File: src/design/sp2uv_pkg.sv
// Package: shared widths, transaction types, arctangent table and turn-to-texture rounding.
`default_nettype none
package sp2uv_pkg;

   localparam int COORD_BITS   = 16;
   localparam int UV_BITS      = 16;
   localparam int CORDIC_STEPS = 28;
   localparam int SQRT_STEPS   = 32;
   localparam int RAD_W        = 64;
   localparam int ROOT_W       = 32;
   localparam int DP_W         = 44;
   localparam int ANG_W        = 34;
   localparam int TURN_W       = 33;
   localparam int U_SHIFT      = 40 - COORD_BITS;
   localparam int V_SHIFT      = 33 - COORD_BITS;
   localparam int UV_SH        = (UV_BITS >= 32) ? 0 : 32 - UV_BITS;
   localparam int UV_RND_SH    = (UV_BITS >= 32) ? 0 : 31 - UV_BITS;
   localparam logic signed [ANG_W-1:0] QUARTER = ANG_W'(64'sd1073741824);
   // input and setup stages, square-root stages, entry, iterations and exit of each CORDIC, output stage
   localparam int PIPE_LAT     = 2 + SQRT_STEPS + CORDIC_STEPS + 2 + 1;

   typedef struct packed {
      logic signed [COORD_BITS-1:0] point_x;
      logic signed [COORD_BITS-1:0] point_y;
      logic signed [COORD_BITS-1:0] point_z;
   } req_type;

   typedef struct packed {
      logic [UV_BITS-1:0] tex_u;
      logic [UV_BITS-1:0] tex_v;
   } rsp_type;

   function automatic logic signed [ANG_W-1:0] atan_entry(input int idx);
      logic [31:0] v;
      case (idx)
         0:  v = 32'h20000000;
         1:  v = 32'h12E4051E;
         2:  v = 32'h09FB385B;
         3:  v = 32'h051111D4;
         4:  v = 32'h028B0D43;
         5:  v = 32'h0145D7E1;
         6:  v = 32'h00A2F61E;
         7:  v = 32'h00517C55;
         8:  v = 32'h0028BE53;
         9:  v = 32'h00145F2F;
         10: v = 32'h000A2F98;
         11: v = 32'h000517CC;
         12: v = 32'h00028BE6;
         13: v = 32'h000145F3;
         14: v = 32'h0000A2FA;
         15: v = 32'h0000517D;
         16: v = 32'h000028BE;
         17: v = 32'h0000145F;
         18: v = 32'h00000A30;
         19: v = 32'h00000518;
         20: v = 32'h0000028C;
         21: v = 32'h00000146;
         22: v = 32'h000000A3;
         23: v = 32'h00000051;
         24: v = 32'h00000029;
         25: v = 32'h00000014;
         26: v = 32'h0000000A;
         27: v = 32'h00000005;
         default: v = 32'h0;
      endcase
      return ANG_W'($signed({1'b0, v}));
   endfunction

   // Round a turn fraction in [0, 2^32] half up to UV_BITS and saturate.
   function automatic logic [UV_BITS-1:0] turn_to_uv(input logic [TURN_W-1:0] t);
      logic [TURN_W:0] r;
      r = ({1'b0, t} + ((UV_BITS >= 32) ? '0 : ((TURN_W+1)'(1) << UV_RND_SH))) >> UV_SH;
      if (r > (TURN_W+1)'({UV_BITS{1'b1}}))
         return {UV_BITS{1'b1}};
      return r[UV_BITS-1:0];
   endfunction

endpackage
`default_nettype wire

File: src/design/sp2uv_isqrt.sv
// Pipelined floor integer square root, one result bit per stage, with a sideband.
`default_nettype none
module sp2uv_isqrt #(
   parameter int SIDE_W = 1
) (
   input  wire logic                            clock,
   input  wire logic                            reset,
   input  wire logic                            in_valid,
   input  wire logic [sp2uv_pkg::RAD_W-1:0]     radicand,
   input  wire logic [SIDE_W-1:0]               in_side,
   output logic                                 out_valid,
   output logic [sp2uv_pkg::ROOT_W-1:0]         root,
   output logic [SIDE_W-1:0]                    out_side
);
   import sp2uv_pkg::*;

   logic [RAD_W-1:0]  n_ff    [1:SQRT_STEPS];
   logic [RAD_W-1:0]  res_ff  [1:SQRT_STEPS];
   logic [SIDE_W-1:0] side_ff [1:SQRT_STEPS];
   logic              vld_ff  [1:SQRT_STEPS];

   for (genvar k = 0; k < SQRT_STEPS; k++) begin : g_stage
      logic [RAD_W-1:0]  n_cur, res_cur, trial, n_in, res_in;
      logic [SIDE_W-1:0] side_cur;
      logic              vld_cur;
      localparam logic [RAD_W-1:0] BIT = RAD_W'(1) << (62 - 2*k);

      if (k == 0) begin : g_first
         assign n_cur    = radicand;
         assign res_cur  = '0;
         assign side_cur = in_side;
         assign vld_cur  = in_valid;
      end else begin : g_next
         assign n_cur    = n_ff[k];
         assign res_cur  = res_ff[k];
         assign side_cur = side_ff[k];
         assign vld_cur  = vld_ff[k];
      end

      always_comb begin
         trial = res_cur + BIT;
         if (n_cur >= trial) begin
            n_in   = n_cur - trial;
            res_in = (res_cur >> 1) + BIT;
         end else begin
            n_in   = n_cur;
            res_in = res_cur >> 1;
         end
      end

      always_ff @(posedge clock) begin
         n_ff[k+1]    <= n_in;
         res_ff[k+1]  <= res_in;
         side_ff[k+1] <= side_cur;
         if (reset) begin
            vld_ff[k+1] <= 1'b0;
         end else begin
            vld_ff[k+1] <= vld_cur;
         end
      end
   end

   assign out_valid = vld_ff[SQRT_STEPS];
   assign root      = res_ff[SQRT_STEPS][ROOT_W-1:0];
   assign out_side  = side_ff[SQRT_STEPS];
endmodule
`default_nettype wire

File: config.mk
export PLATFORM = sky130hd
export DESIGN_NAME = sp2uv_isqrt
export DESIGN_NICKNAME = d
export VERILOG_FILES = /design/src/design/sp2uv_pkg.sv /design/src/design/sp2uv_isqrt.sv
export SDC_FILE = /design/constraint.sdc
export NUM_CORES = 2
export LEC_CHECK = 0
export BUFFER_PORTS_ARGS = -buffer_cell sky130_fd_sc_hd__clkbuf_2
export CAP_MARGIN = 20
export CORE_MARGIN = 4
export CORE_UTILIZATION = 49
export DETAILED_ROUTE_END_ITERATION = 8
export GPL_TIMING_DRIVEN = 0
export PLACE_DENSITY = 0.73
export SYNTH_ARGS = -nofsm -noshare
export SYNTH_HDL_FRONTEND = slang
export SYNTH_MEMORY_MAX_BITS = 65536
export SYNTH_SLANG_ARGS = --single-unit
File: constraint.sdc
create_clock -name clock -period 6.8 [get_ports clock]
set_input_delay 0.34 -clock clock [delete_from_list [all_inputs] [get_ports clock]]
set_output_delay 0.34 -clock clock [all_outputs]
set_load 0.1 [all_outputs]
==> results.tsv <==
stage	metric	value	unit
global_route	grt_first_pass_wirelength	393700	µm
hold_path	holdCritStartpoint	in_side	
floorplan	core	195400	µm²
clocking	clock_sinks	2576	
placed_design	portBuffers	101	
pwr	vdd_drop_max	0.2945	mV
synth	synth.area.mux_share	0.01128	
critical_path	path_max_fanout	10	
critical_path	critPathLaunch	res_ff[0][1752]$_DFF_P_	
final_layout	syn_to_final_growth	14.32	%
global_route	grt_use_total	0.2405	
critical_path	worst_r2r_path_depth	14	
route	drc	0	
final_layout	nets	10730	
critical_path	r2r_slack	1450	ps
sta	tns	0	ps
placed_design	pre_cts_ws	1607	ps
clocking	cts.reportedPaths.clkPinSlew	60	ps
outcome	status	finished clean	
clocking	cts_buffers	277	
critical_path	start_kind	flip-flop	
floorplan	start_util	0.4941	
critical_path	crit_required	7490	ps
critical_path	crit_family	buffers and inverters	
final_layout	drive_gt1_frac	0.07103	
critical_path	crit_top_cell	clkbuf_1	
flow_run	drv_cap	0	
clocking	cts_root_buf	clkbuf_16	
pwr	p_leak	50.36	nW
critical_path	worstReg2RegEnd	n_ff[0][1822]$_DFF_P_	
placed_design	gp_congestion	0.9374	
synth	syn_avg_cell_area	10.01	µm²
synth	ys_ff_latch	2576	
hold_path	hold_path.class	in2reg	
floorplan	rows	162	
critical_path	max_stage_delay	890	ps
global_route	grt_pass1_vias	71100	
sta	finalClockSkew	71.89	ps
critical_path	timing.critical_path.buf_inv	6	
critical_path	crit_path_end	n_ff[0][1822]$_DFF_P_	
route	viasPerCell	5.477	
floorplan	die-area	204200	µm²
global_route	grt-ovfl-total	0	
synth	synthDistinctLibCells	88	
clocking	clock_path_buffers	4	
route	totalWireLength	251200	µm
critical_path	crit_chain	inv_1, ha_1, clkbuf_1, nand4_1, or3_1, nor3_1, a2111oi_0, dlymetal6s2s_1, o211a_1, and2_1, inv_1, clkbuf_1, clkbuf_1, a21oi_1	
sta	drv_slew	0	
critical_path	worstSetupEndpointType	flip-flop	
critical_path	reg2reg_from	res_ff[0][1752]$_DFF_P_	
clocking	cts_max_level	5	
sta	setup_viol	0	
sta	finalHoldViolCount	0	
final_layout	final_cell_mix	2,576 x dfxtp_1, 681 x inv_1, 635 x nand2_1	
synth	yosys.area_share.adder	0.07232	
synth	synth-compound-area-share	0.1138	
placed_design	dp_hpwl	193600	µm
final_layout	final_common_cell	dfxtp_1	
global_route	antenna_found_initial	18	
route	final_antenna_net_count	0	
sta	fmax	186.9	MHz
critical_path	slowest_stage	nor3_1	
synth	synth_edf_count	0	
floorplan	die_w	451.9	µm
sta	fin_ws	1449	ps
sta	period_share	0.7869	
route	routed-via-count	70760	
synth	yosys_warnings	0	
floorplan	die_height	451.9	µm
synth	ys_seq_area_frac	0.5342	
final_layout	fin_util	0.5649	
clocking	clock_latency	910	ps
sta	relSlewSlack	0.2732	
global_route	grt_max_degree	17	
critical_path	critPathArrivalTime	6040	ps
route	dr.pass1.iters	6	
route	drtIter0Drc	5170	
route	avgRoutedWirePerCell	19.44	µm
synth	yosys.area_share.simple	0.1548	
synth	syn-cell-area	96540	µm²
critical_path	criticalPathCategory	reg2reg	
synth	synth_xor_area_frac	0.07911	
sta	post-route-min-period	5351	ps
pwr	power_per_cell_area	432.8	nW/µm²
sta	worst_pin_slew	1082	ps
final_layout	fillers	16750	
critical_path	cp.depth	14	
floorplan	io_pins	102	
clocking	cts_tree	built	
synth	netlist_instances	9641	
synth	synth_top_family_by_area	simple AND/OR/NAND/NOR gates	
synth	synthArstFlopShare	0	
synth	yosys_most_used_dff	dfxtp_1	
synth	syn_nets	10270	
sta	rsz0062_at_grt	no	
registers in the layout, summed over array words and instances, names as in the netlist:
signal   count
res_ff     528
side_ff     32
vld_ff      32
n_ff      1984
worst min-delay path by stage:
stage,slack [ps],cells after the start,to
CTS,4,2,side_ff[0][1]$_DFF_P_
global route,50,2,side_ff[0][1]$_DFF_P_
global placement,310,0,side_ff[0][22]$_DFF_P_
floorplan,310,0,side_ff[0][10]$_DFF_P_
finish,70,2,side_ff[0][1]$_DFF_P_
detailed placement,310,0,side_ff[0][32]$_DFF_P_
per-layer routing:
layer,part of all wire,global-route usage,up-vias
met3,0.052,0.03407,476
met2,0.47,0.4084,1904
met4,0.026,0.07116,4
met5,0.00011,0,-
met1,0.45,0.3185,33880
li1,-,-,34500
final cells by class:
class                   instances  area [µm²]  share of cell area
diodes                          5       12.51           0.0001134
plain buffers                 200       780.7            0.007074
clock buffers                 362        7869             0.07129
clock inverters               109        1400             0.01269
inverters                     681        2556             0.02316
multi-input cells            6184       41650              0.3774
flip-flops and latches       2576       51570              0.4672
well taps                    2624        3283             0.02975
repair buffers                179        1249             0.01131
power breakdown:
part	switching [mW]	internal, mW
Combinational	6.45	4.88
Clock	5.90	9.24
Sequential	2.87	18.4
Total	15.2	32.5
Yosys cell counts (33+ instances only):
| cell type | count | area, µm² |
|---|---|---|
| inv_1 | 681 | 2556 |
| clkbuf_1 | 180 | 675.7 |
| or3_1 | 106 | 663.1 |
| nor2b_1 | 111 | 694.4 |
| ha_1 | 558 | 6982 |
| nor3_1 | 267 | 1336 |
| xor2_1 | 400 | 3503 |
| a211oi_1 | 37 | 277.8 |
| a31oi_1 | 44 | 275.3 |
| nand2b_1 | 134 | 838.3 |
| nor4_1 | 327 | 2046 |
| a21oi_1 | 582 | 2913 |
| o31ai_1 | 38 | 285.3 |
| nand4_1 | 157 | 982.2 |
| a21o_1 | 248 | 1862 |
| or4_1 | 76 | 570.6 |
| mux2_2 | 82 | 923.4 |
| nor2_1 | 617 | 2316 |
| o21ai_0 | 455 | 2277 |
| nand2_1 | 635 | 2384 |
| o21bai_1 | 33 | 247.7 |
| nand3_1 | 144 | 720.7 |
| dfxtp_1 | 2576 | 51570 |
| o21a_1 | 103 | 773.2 |
| o211ai_1 | 45 | 337.8 |
| or2_2 | 45 | 281.5 |
| xnor2_1 | 472 | 4134 |
| nor4b_1 | 51 | 446.7 |
per-stage QoR:
| step | hold WS (ps) | instance area [µm²] | total power [mW] | instances |
|---|---|---|---|---|
| detailed placement | 312.1 | 100400 | 32.67 | 12370 |
| global route | 47.27 | 110400 | 50.25 | 12920 |
| global placement | 309.6 | 100300 | 32.45 | 12370 |
| finish | 74.57 | 110400 | 47.77 | 12920 |
| floorplan | 309.6 | 96540 | 28.99 | 9641 |
| CTS | 4.038 | 110300 | 47.92 | 12910 |
logic make-up after synthesis:
family | Yosys count
AND/OR/NAND/NOR | 2878
multiplexers | 96
buffers and inverters | 881
adder cells (fa/ha/maj) | 558
flip-flops | 2576
XOR/XNOR | 872
AO/OA/AOI/OAI | 1780
repair_timing:
item | CTS | global route
hold endpoints to repair | 98 | 0
buffers inserted | 0 | 0
hold buffers | 68 | 0
endpoints found under the setup margin | 0 | 0
gates resized for setup | 0 | 0
No activity file was read; power rests on OpenSTA's default activity.
